[src/dhcp_client_lease_sequencer_top_assert.svh]
// Assertion macros shared by the sequencer RTL.
`ifndef DHCP_CLIENT_LEASE_SEQUENCER_TOP_ASSERT_SVH
`define DHCP_CLIENT_LEASE_SEQUENCER_TOP_ASSERT_SVH

// Same-cycle implication, disabled during reset
`define DCLS_ASSERT_IMPLIES(label, clk, rst, ante, cons) \
  label: assert property (@(posedge clk) disable iff (rst) (ante) |-> (cons)) \
    else $error("dcls: same-cycle check failed");

// Next-cycle implication, disabled during reset
`define DCLS_ASSERT_NEXT(label, clk, rst, ante, cons) \
  label: assert property (@(posedge clk) disable iff (rst) (ante) |=> (cons)) \
    else $error("dcls: next-cycle check failed");

`endif

[src/dcls_pkg.sv]
`timescale 1ns / 1ps

package dcls_pkg;

  // Client phase
  typedef enum logic [2:0] {
    PH_INIT     = 3'd0,
    PH_DISCOVER = 3'd1,
    PH_REQUEST  = 3'd2,
    PH_BOUND    = 3'd3,
    PH_RENEWING = 3'd4
  } phase_t;

  // Input word kinds
  localparam logic ACT_TICK  = 1'b0;
  localparam logic ACT_REPLY = 1'b1;

  // Reply message types that count
  localparam logic [3:0] REPLY_OFFER = 4'd2;
  localparam logic [3:0] REPLY_ACK   = 4'd5;

  // Transmit message types
  localparam logic [1:0] MSG_NONE     = 2'd0;
  localparam logic [1:0] MSG_DISCOVER = 2'd1;
  localparam logic [1:0] MSG_REQUEST  = 2'd3;

  // Configuration register indexes
  localparam int unsigned CFG_IDX_W = 1;
  localparam logic [CFG_IDX_W-1:0] REG_TICKS_PER_SECOND = 1'b0;
  localparam logic [CFG_IDX_W-1:0] REG_MAC_SERIAL       = 1'b1;

  localparam logic [9:0]  TPS_RESET  = 10'd100;
  localparam logic [15:0] LEASE_MIN  = 16'd60;
  localparam logic [31:0] LEASE_MAX  = 32'd43200;
  localparam logic [15:0] CNT_SAT    = 16'hFFFF;
  localparam logic [4:0]  JITTER_MASK = 5'h1f;

  typedef struct packed {
    logic        action;
    logic [3:0]  reply_type;
    logic [31:0] offered_ip;
    logic [31:0] lease_time;
    logic [31:0] server_ip;
  } in_item_t;

  typedef struct packed {
    logic        tx_valid;
    logic [1:0]  tx_msg_type;
    logic        tx_unicast;
    logic        tx_with_server_id;
    logic [31:0] tx_xid;
    logic [31:0] tx_client_ip;
    logic [31:0] tx_requested_ip;
    logic [31:0] tx_server_ip;
    logic        address_ready;
    logic [31:0] current_ip;
  } out_item_t;

  // Sequencer state, kept in the top level and updated by the step logic
  typedef struct packed {
    phase_t      phase;
    logic [15:0] retry_count;
    logic [15:0] retry_interval;
    logic [15:0] base_interval;
    logic [15:0] subsecond_count;
    logic [15:0] seconds_count;
    logic [15:0] lease_seconds;
    logic [15:0] renew_seconds;
    logic [31:0] held_offer_ip;
    logic [31:0] held_server_ip;
    logic [31:0] assigned_ip;
    logic [31:0] transaction_id;
  } state_t;

  // Eight shifts of the 16-bit LFSR, taps 15, 14, 12 and 3
  function automatic logic [15:0] lfsr_step8(input logic [15:0] seed);
    logic [15:0] v;
    logic        fb;
    v = seed;
    for (int i = 0; i < 8; i++) begin
      fb = v[15] ^ v[14] ^ v[12] ^ v[3];
      v  = {v[14:0], fb};
    end
    return v;
  endfunction

  // Saturating increment of a 16-bit counter
  function automatic logic [15:0] sat_inc(input logic [15:0] v);
    return (v == CNT_SAT) ? CNT_SAT : v + 16'd1;
  endfunction

endpackage

[src/dcls_step.sv]
`timescale 1ns / 1ps

// One sequencer step: next state and result word from the current state
// and one input word.
module dcls_step (
  input  dcls_pkg::state_t    state,
  input  dcls_pkg::in_item_t  item,
  input  logic [9:0]          ticks_per_second,
  input  logic [15:0]         mac_serial,
  output dcls_pkg::state_t    state_next,
  output dcls_pkg::out_item_t result
);

  logic [15:0] rc_inc;
  logic [15:0] sc_inc;
  logic [15:0] retry_cap;
  logic [16:0] doubled;
  logic [15:0] sec_inc;
  logic [15:0] lease_clamp;
  logic [15:0] base_new;
  logic [15:0] lfsr_val;
  logic [15:0] jitter;
  logic        running;
  logic        tx_fire;
  logic        sec_fire;

  // Tick arithmetic
  always_comb begin
    rc_inc    = dcls_pkg::sat_inc(state.retry_count);
    sc_inc    = dcls_pkg::sat_inc(state.subsecond_count);
    // 60 * tps = 64 * tps - 4 * tps, fits in 16 bits
    retry_cap = {ticks_per_second, 6'd0} - {4'd0, ticks_per_second, 2'd0};
    doubled   = {state.retry_interval, 1'b0};
    sec_inc   = state.seconds_count + 16'd1;
    lfsr_val  = dcls_pkg::lfsr_step8(mac_serial);
    jitter    = {11'd0, lfsr_val[4:0] & dcls_pkg::JITTER_MASK};
    base_new  = {6'd0, ticks_per_second} + jitter;
    running   = (state.phase == dcls_pkg::PH_DISCOVER) ||
                (state.phase == dcls_pkg::PH_REQUEST) ||
                (state.phase == dcls_pkg::PH_BOUND) ||
                (state.phase == dcls_pkg::PH_RENEWING);
    tx_fire   = (item.action == dcls_pkg::ACT_TICK) && running &&
                (state.phase != dcls_pkg::PH_BOUND) && (rc_inc >= state.retry_interval);
    sec_fire  = (item.action == dcls_pkg::ACT_TICK) &&
                ((state.phase == dcls_pkg::PH_BOUND) ||
                 (state.phase == dcls_pkg::PH_RENEWING)) &&
                (sc_inc >= {6'd0, ticks_per_second});
  end

  // Lease clamp to 60..43200 seconds
  always_comb begin
    if (item.lease_time < dcls_pkg::LEASE_MAX) begin
      lease_clamp = item.lease_time[15:0];
    end else begin
      lease_clamp = dcls_pkg::LEASE_MAX[15:0];
    end
    if (lease_clamp < dcls_pkg::LEASE_MIN) begin
      lease_clamp = dcls_pkg::LEASE_MIN;
    end
  end

  // State update
  always_comb begin
    state_next = state;
    if (item.action == dcls_pkg::ACT_TICK) begin
      if (running) begin
        state_next.retry_count     = rc_inc;
        state_next.subsecond_count = sc_inc;
        if (tx_fire) begin
          state_next.retry_count = 16'd0;
          if (state.retry_interval < retry_cap) begin
            state_next.retry_interval = doubled[16] ? dcls_pkg::CNT_SAT : doubled[15:0];
          end
        end
        if (sec_fire) begin
          state_next.subsecond_count = 16'd0;
          state_next.seconds_count   = sec_inc;
          if (sec_inc == state.renew_seconds) begin
            state_next.retry_interval = state.base_interval;
            state_next.phase          = dcls_pkg::PH_RENEWING;
          end else if (sec_inc >= state.lease_seconds) begin
            state_next.phase = dcls_pkg::PH_INIT;
          end
        end
      end else begin
        // init (or an unused code): start discovery
        state_next.assigned_ip     = 32'd0;
        state_next.seconds_count   = 16'd0;
        state_next.retry_count     = 16'd0;
        state_next.subsecond_count = 16'd0;
        state_next.base_interval   = base_new;
        state_next.retry_interval  = base_new;
        state_next.transaction_id  = {base_new, mac_serial};
        state_next.phase           = dcls_pkg::PH_DISCOVER;
      end
    end else begin
      if ((state.phase == dcls_pkg::PH_DISCOVER) &&
          (item.reply_type == dcls_pkg::REPLY_OFFER)) begin
        state_next.held_server_ip = item.server_ip;
        state_next.held_offer_ip  = item.offered_ip;
        state_next.retry_interval = state.base_interval;
        state_next.phase          = dcls_pkg::PH_REQUEST;
      end else if (((state.phase == dcls_pkg::PH_REQUEST) ||
                    (state.phase == dcls_pkg::PH_RENEWING)) &&
                   (item.reply_type == dcls_pkg::REPLY_ACK)) begin
        state_next.lease_seconds = lease_clamp;
        state_next.renew_seconds = {1'b0, lease_clamp[15:1]};
        state_next.seconds_count = 16'd0;
        state_next.assigned_ip   = state.held_offer_ip;
        state_next.phase         = dcls_pkg::PH_BOUND;
      end
    end
  end

  // Result word; transmit fields read as zero when nothing is sent
  always_comb begin
    result = '0;
    if (tx_fire) begin
      result.tx_valid          = 1'b1;
      result.tx_msg_type       = (state.phase == dcls_pkg::PH_DISCOVER) ?
                                 dcls_pkg::MSG_DISCOVER : dcls_pkg::MSG_REQUEST;
      result.tx_unicast        = (state.phase == dcls_pkg::PH_RENEWING);
      result.tx_with_server_id = (state.phase == dcls_pkg::PH_REQUEST);
      result.tx_xid            = state.transaction_id;
      result.tx_client_ip      = state.assigned_ip;
      result.tx_requested_ip   = state.held_offer_ip;
      result.tx_server_ip      = state.held_server_ip;
    end else begin
      result.tx_msg_type = dcls_pkg::MSG_NONE;
    end
    result.address_ready = (state_next.phase == dcls_pkg::PH_BOUND) ||
                           (state_next.phase == dcls_pkg::PH_RENEWING);
    result.current_ip    = state_next.assigned_ip;
  end

endmodule

[src/dhcp_client_lease_sequencer_top.sv]
`timescale 1ns / 1ps

// DHCP client lease sequencer.
// Input channel (in_valid / in_stall / in_data): one word per timer tick or
// per parsed DHCP reply. Output channel (out_valid / out_stall / out_data):
// exactly one result word per input word, in order, carrying any transmit
// request and the bound address.
// Configuration channel (cfg_valid / cfg_ready / cfg_index / cfg_data):
// index 0 ticks_per_second, index 1 mac_serial; always ready, write only
// while no words are in flight.
// A word accepted into the input register goes through one pass of step
// logic into the result register.
// Throughput: one word per cycle unless out_stall holds the result register;
// combinational step logic reads and updates the state register.
// Reset (rst, synchronous): phase init, all counters and addresses zero,
// ticks_per_second 100, mac_serial 0, both channels empty.
// When out_stall holds the full result register, the input register keeps
// its word and in_stall rises; nothing is lost or repeated.
module dhcp_client_lease_sequencer_top (
  input  logic                                 clk,
  input  logic                                 rst,
  input  logic                                 in_valid,
  output logic                                 in_stall,
  input  dcls_pkg::in_item_t                   in_data,
  output logic                                 out_valid,
  input  logic                                 out_stall,
  output dcls_pkg::out_item_t                  out_data,
  input  logic                                 cfg_valid,
  output logic                                 cfg_ready,
  input  logic [dcls_pkg::CFG_IDX_W-1:0]       cfg_index,
  input  logic [31:0]                          cfg_data
);

  logic                 in_q_valid;
  dcls_pkg::in_item_t   in_q;
  dcls_pkg::state_t     state;
  dcls_pkg::state_t     state_next;
  dcls_pkg::out_item_t  result;
  logic [9:0]           ticks_per_second;
  logic [15:0]          mac_serial;
  logic                 advance;
  logic                 renew_tx;

  assign cfg_ready = 1'b1;
  assign advance   = in_q_valid && (!out_valid || !out_stall);
  assign in_stall  = in_q_valid && out_valid && out_stall;

  // Configuration registers
  always_ff @(posedge clk) begin
    if (rst) begin
      ticks_per_second <= dcls_pkg::TPS_RESET;
      mac_serial       <= 16'd0;
    end else if (cfg_valid && cfg_ready) begin
      unique case (cfg_index)
        dcls_pkg::REG_TICKS_PER_SECOND: ticks_per_second <= cfg_data[9:0];
        dcls_pkg::REG_MAC_SERIAL:       mac_serial       <= cfg_data[15:0];
        default: ;
      endcase
    end
  end

  // Input register
  always_ff @(posedge clk) begin
    if (rst) begin
      in_q_valid <= 1'b0;
    end else if (!in_stall) begin
      in_q_valid <= in_valid;
    end
  end

  always_ff @(posedge clk) begin
    if (in_valid && !in_stall) begin
      in_q <= in_data;
    end
  end

  dcls_step u_step (
    .state            (state),
    .item             (in_q),
    .ticks_per_second (ticks_per_second),
    .mac_serial       (mac_serial),
    .state_next       (state_next),
    .result           (result)
  );

  // Sequencer state; phase init is code zero
  always_ff @(posedge clk) begin
    if (rst) begin
      state <= '0;
    end else if (advance) begin
      state <= state_next;
    end
  end

  // Result register
  always_ff @(posedge clk) begin
    if (rst) begin
      out_valid <= 1'b0;
    end else if (advance) begin
      out_valid <= 1'b1;
    end else if (!out_stall) begin
      out_valid <= 1'b0;
    end
  end

  always_ff @(posedge clk) begin
    if (advance) begin
      out_data <= result;
    end
  end

  // A transmit while the address is usable only happens when renewing
  assign renew_tx = out_valid && out_data.tx_valid && out_data.address_ready;

`include "dhcp_client_lease_sequencer_top_assert.svh"

  `DCLS_ASSERT_IMPLIES(a_stall_needs_word, clk, rst, in_stall, in_q_valid && out_valid)
  `DCLS_ASSERT_NEXT(a_advance_fills_out, clk, rst, advance, out_valid)
  `DCLS_ASSERT_IMPLIES(a_renew_unicast, clk, rst, renew_tx, out_data.tx_unicast)

endmodule

[config.mk]
export PLATFORM = sky130hd
export DESIGN_NAME = dhcp_client_lease_sequencer_top
export DESIGN_NICKNAME = d
export VERILOG_FILES = /design/src/dcls_pkg.sv /design/src/dcls_step.sv /design/src/dhcp_client_lease_sequencer_top.sv
export VERILOG_INCLUDE_DIRS = /design/src /design/src/src
export SDC_FILE = /design/constraint.sdc
export NUM_CORES = 1
export LEC_CHECK = 0
export BUFFER_PORTS_ARGS = -buffer_cell sky130_fd_sc_hd__buf_4
export CAP_MARGIN = 10
export CELL_PAD_IN_SITES_DETAIL_PLACEMENT = 0
export CELL_PAD_IN_SITES_GLOBAL_PLACEMENT = 1
export CORE_MARGIN = 2
export CORE_UTILIZATION = 40
export DETAILED_ROUTE_END_ITERATION = 8
export MAX_ROUTING_LAYER = met4
export PLACE_DENSITY = 0.77
export SYNTH_ARGS = -nofsm -noshare
export SYNTH_HDL_FRONTEND = slang
export SYNTH_SLANG_ARGS = --single-unit
[constraint.sdc]
create_clock -name clk -period 7.6 [get_ports clk]
set_clock_uncertainty 0.2 [all_clocks]
set_input_delay 0.76 -clock clk [delete_from_list [all_inputs] [get_ports clk]]
set_output_delay 0.76 -clock clk [all_outputs]
set_load 0.01 [all_outputs]
==> reports/metrics.yaml <==
synthesis:
  avgSynthCellArea_sq_um: 10.35
  synth_edf_count: 262
  synth-main-ff-cell: "edfxtp_1"
  post-synth-top-area-cell: "edfxtp_1"
  netlist.area_leader.share_pct: 36.03
  synth.distinct_cells: 83
  synthesis.area_sq_um: 21840
  async_flop_share_pct: 0
  synth_area_leaders: "edfxtp_1 36%, dfxtp_1 21%, nand2_1 6.4%"
  yosys_warnings: 0
  syn_inst: 2109
  synth-seq-cells: 496
  synth_seq_area_share_pct: 57.48
critical_path:
  start_kind: "flip-flop"
  cp_max_fo: 77
  crit_type: "flip-flop to flip-flop"
  worstPathRequired_ns: 7.91
  worst-r2r-cell-count: 14
  worstPathArrival_ns: 5.42
  end_kind: "flip-flop"
floorplan:
  die-height_um: 237.7
  rows: 85
  initial_core_util_pct: 40.50
  die_w_um: 237.7
  pin_count: 308
  die-area_sq_um: 56480
  core_sq_um: 53920
pwr:
  p_per_area_nw_per_um2: 226.9
  ir_drop_mv: 0.1762
  fin_total_pwr_mw: 5.937
  leakagePower_nw: 10.13
sta:
  layout_setup_ws_ns: 2.487
  max_freq_mhz: 195.6
  rsz0062_at_grt: "false"
  min_period_over_period_pct: 67.27
  fin_setup_tns_ns: 0
  tightest_slew_ns: 1.175
  final_hold_viol_count: 0
  drv_slew: 0
  layout_min_cycle_time_ns: 5.113
  setup_viol: 0
  slew_headroom_pct: 21.38
  hold-worst-slack_ns: 0.1417
drt:
  vias_per_cell: 5.407
  drc: 0
  drt_pass1_iterations: 5
  vias: 16600
  post_drt_wl_per_cell_um: 19.30
  ant_nets: 0
  wl_um: 59240
  drt_iter0_drc: 1210
worst_hold_path:
  hold_path.class: "input pin to flip-flop"
  min_path_cells: 1
place:
  place_ws_ns: 2.586
  port-buffer-count: 285
  post-dp-hpwl_um: 39460
  place_area_sq_um: 24440
  place_congestion: 0.8626
  place_inst: 2971
layout:
  final_cell_area_sq_um: 26170
  fillers: 4896
  fin_nets: 2539
  drive_above_1_share_pct: 17.76
  layout-area-overhead-vs-synth_pct: 19.83
  stdcell_count: 3070
  utilization_pct: 48.53
grt:
  grt_pass1_wl_um: 91000
  grt_pass1_vias: 15830
  grt_max_degree: 126
  antenna_found_initial: 3
  grt_usage_pct: 21.01
  grt_overflow: 0
clock_network:
  postCtsSetupRepairBufs: 0
  post_cts_resized: 0
  cts_made_buffers: 51
  cts_buffer_depth: 3
  clk_latency_ns: 0.59
  hold_buffers: 0
  cts-root-buf: "clkbuf_16"
  cts_tree: "yes"
  numClockSinks: 496
  cts-htree-levels: 2
  path_clk_slew_ns: 0.06
outcome:
  status: "completed"
job:
  cap_violations: 0
[path summary, 6_finish.rpt]
kind	from	end	slack [ns]
hold / removal	in_data[0]	in_q[0]	0.14
hold reg to reg	state[5]	state[5]	0.25
setup / recovery	state[224]	state[224]	2.49
setup reg to reg	state[224]	state[224]	2.49
[routing by layer]
layer / share of wire (%) / track usage (%) / wire length [um] / vias to the layer above
met1: 44 / 27.39 / 26330 / 7964
met5: 0 / - / 0 / -
met2: 47 / 33.07 / 27850 / 493
met4: 3.1 / 7.547 / 1857 / 0
met3: 5.4 / 3.577 / 3212 / 101
li1: - / - / - / 8041
[cell type report]
cell class / instances / area (sq um) / area share [%]
inverters: 63 / 244.0 / 0.9323
flip-flops and latches: 496 / 12550 / 47.97
repair buffers: 302 / 2297 / 8.778
clock buffers: 61 / 1344 / 5.135
well taps: 696 / 870.8 / 3.328
diodes: 3 / 7.507 / 0.02869
clock inverters: 34 / 346.6 / 1.324
multi-input cells: 1415 / 8507 / 32.51
[Yosys cell counts (5+ instances only)]
library cell	count
a211o_1	5
a211oi_1	24
a21o_1	7
a21oi_1	208
a221oi_1	7
a22o_1	33
a22oi_1	34
a31oi_1	7
and2_1	5
and3_1	140
buf_2	8
buf_4	6
buf_6	5
clkbuf_1	118
dfxtp_1	234
edfxtp_1	262
ha_1	70
inv_1	60
mux2i_1	5
nand2_1	372
nand2b_1	13
nand3_1	50
nand4_1	20
nor2_1	105
nor2b_1	14
nor3_1	28
nor3b_1	5
nor4_1	12
o2111ai_1	7
o211ai_1	12
o21a_1	9
o21ai_0	32
o31ai_1	10
or3_1	5
xnor2_1	47
xor2_1	29
[sequential cells by signal, indices dropped and copies added, names as in the netlist]
signal            flops
out_data            161
out_valid             1
mac_serial           16
in_q_valid            1
state               206
ticks_per_second     10
in_q                101
[worst max-delay path, cell delays in order (launching register included)]
cell and delay, ns:
dfxtp_1 0.40, ha_1 0.23, and3_1 0.24, nand3_1 0.16, or3_1 0.56, o21ai_0 0.21
ha_1 0.31, a211o_1 0.30, a21oi_1 0.16, o211ai_1 0.14, buf_4 0.38, and2_0 0.44
nor2_1 0.97, a22oi_1 0.15, nor2_1 0.16
[report_power, final]
| group | internal (mW) | switching, mW |
|---|---|---|
| combinational | 0.163 | 0.291 |
| clock | 1.47 | 1.07 |
| sequential | 2.90 | 0.0437 |
| total | 4.53 | 1.40 |
[cell usage in the layout (no fill, tap or decap), types with 9 or more instances in the layout]
master | Yosys | layout
a211oi_1 | 24 | 24
a21oi_1 | 208 | 207
a22o_1 | 33 | 33
a22oi_1 | 34 | 34
and3_1 | 140 | 140
buf_4 | 6 | 299
clkbuf_16 | 0 | 51
clkinv_1 | 2 | 10
clkinv_2 | 0 | 12
dfxtp_1 | 234 | 234
edfxtp_1 | 262 | 262
ha_1 | 70 | 70
inv_1 | 60 | 59
nand2_1 | 372 | 371
nand2b_1 | 13 | 13
nand3_1 | 50 | 50
nand4_1 | 20 | 20
nor2_1 | 105 | 104
nor2b_1 | 14 | 13
nor3_1 | 28 | 27
nor4_1 | 12 | 12
o211ai_1 | 12 | 12
o21a_1 | 9 | 9
o21ai_0 | 32 | 32
o31ai_1 | 10 | 10
xnor2_1 | 47 | 47
xor2_1 | 29 | 29
[kinds of logic after synthesis]
family                   count (synthesis)  share of synthesized area (%)
AND/OR/NAND/NOR                        803                          17.66
flip-flops                             496                          57.48
AO/OA/AOI/OAI                          449                          13.38
buffers and inverters                  202                          3.793
XOR/XNOR                                77                          3.122
adder cells (fa/ha/maj)                 71                          4.102
multiplexers                             9                         0.4354
other                                    2                        0.03439
Note: power is estimated with default switching activity, not from simulation.
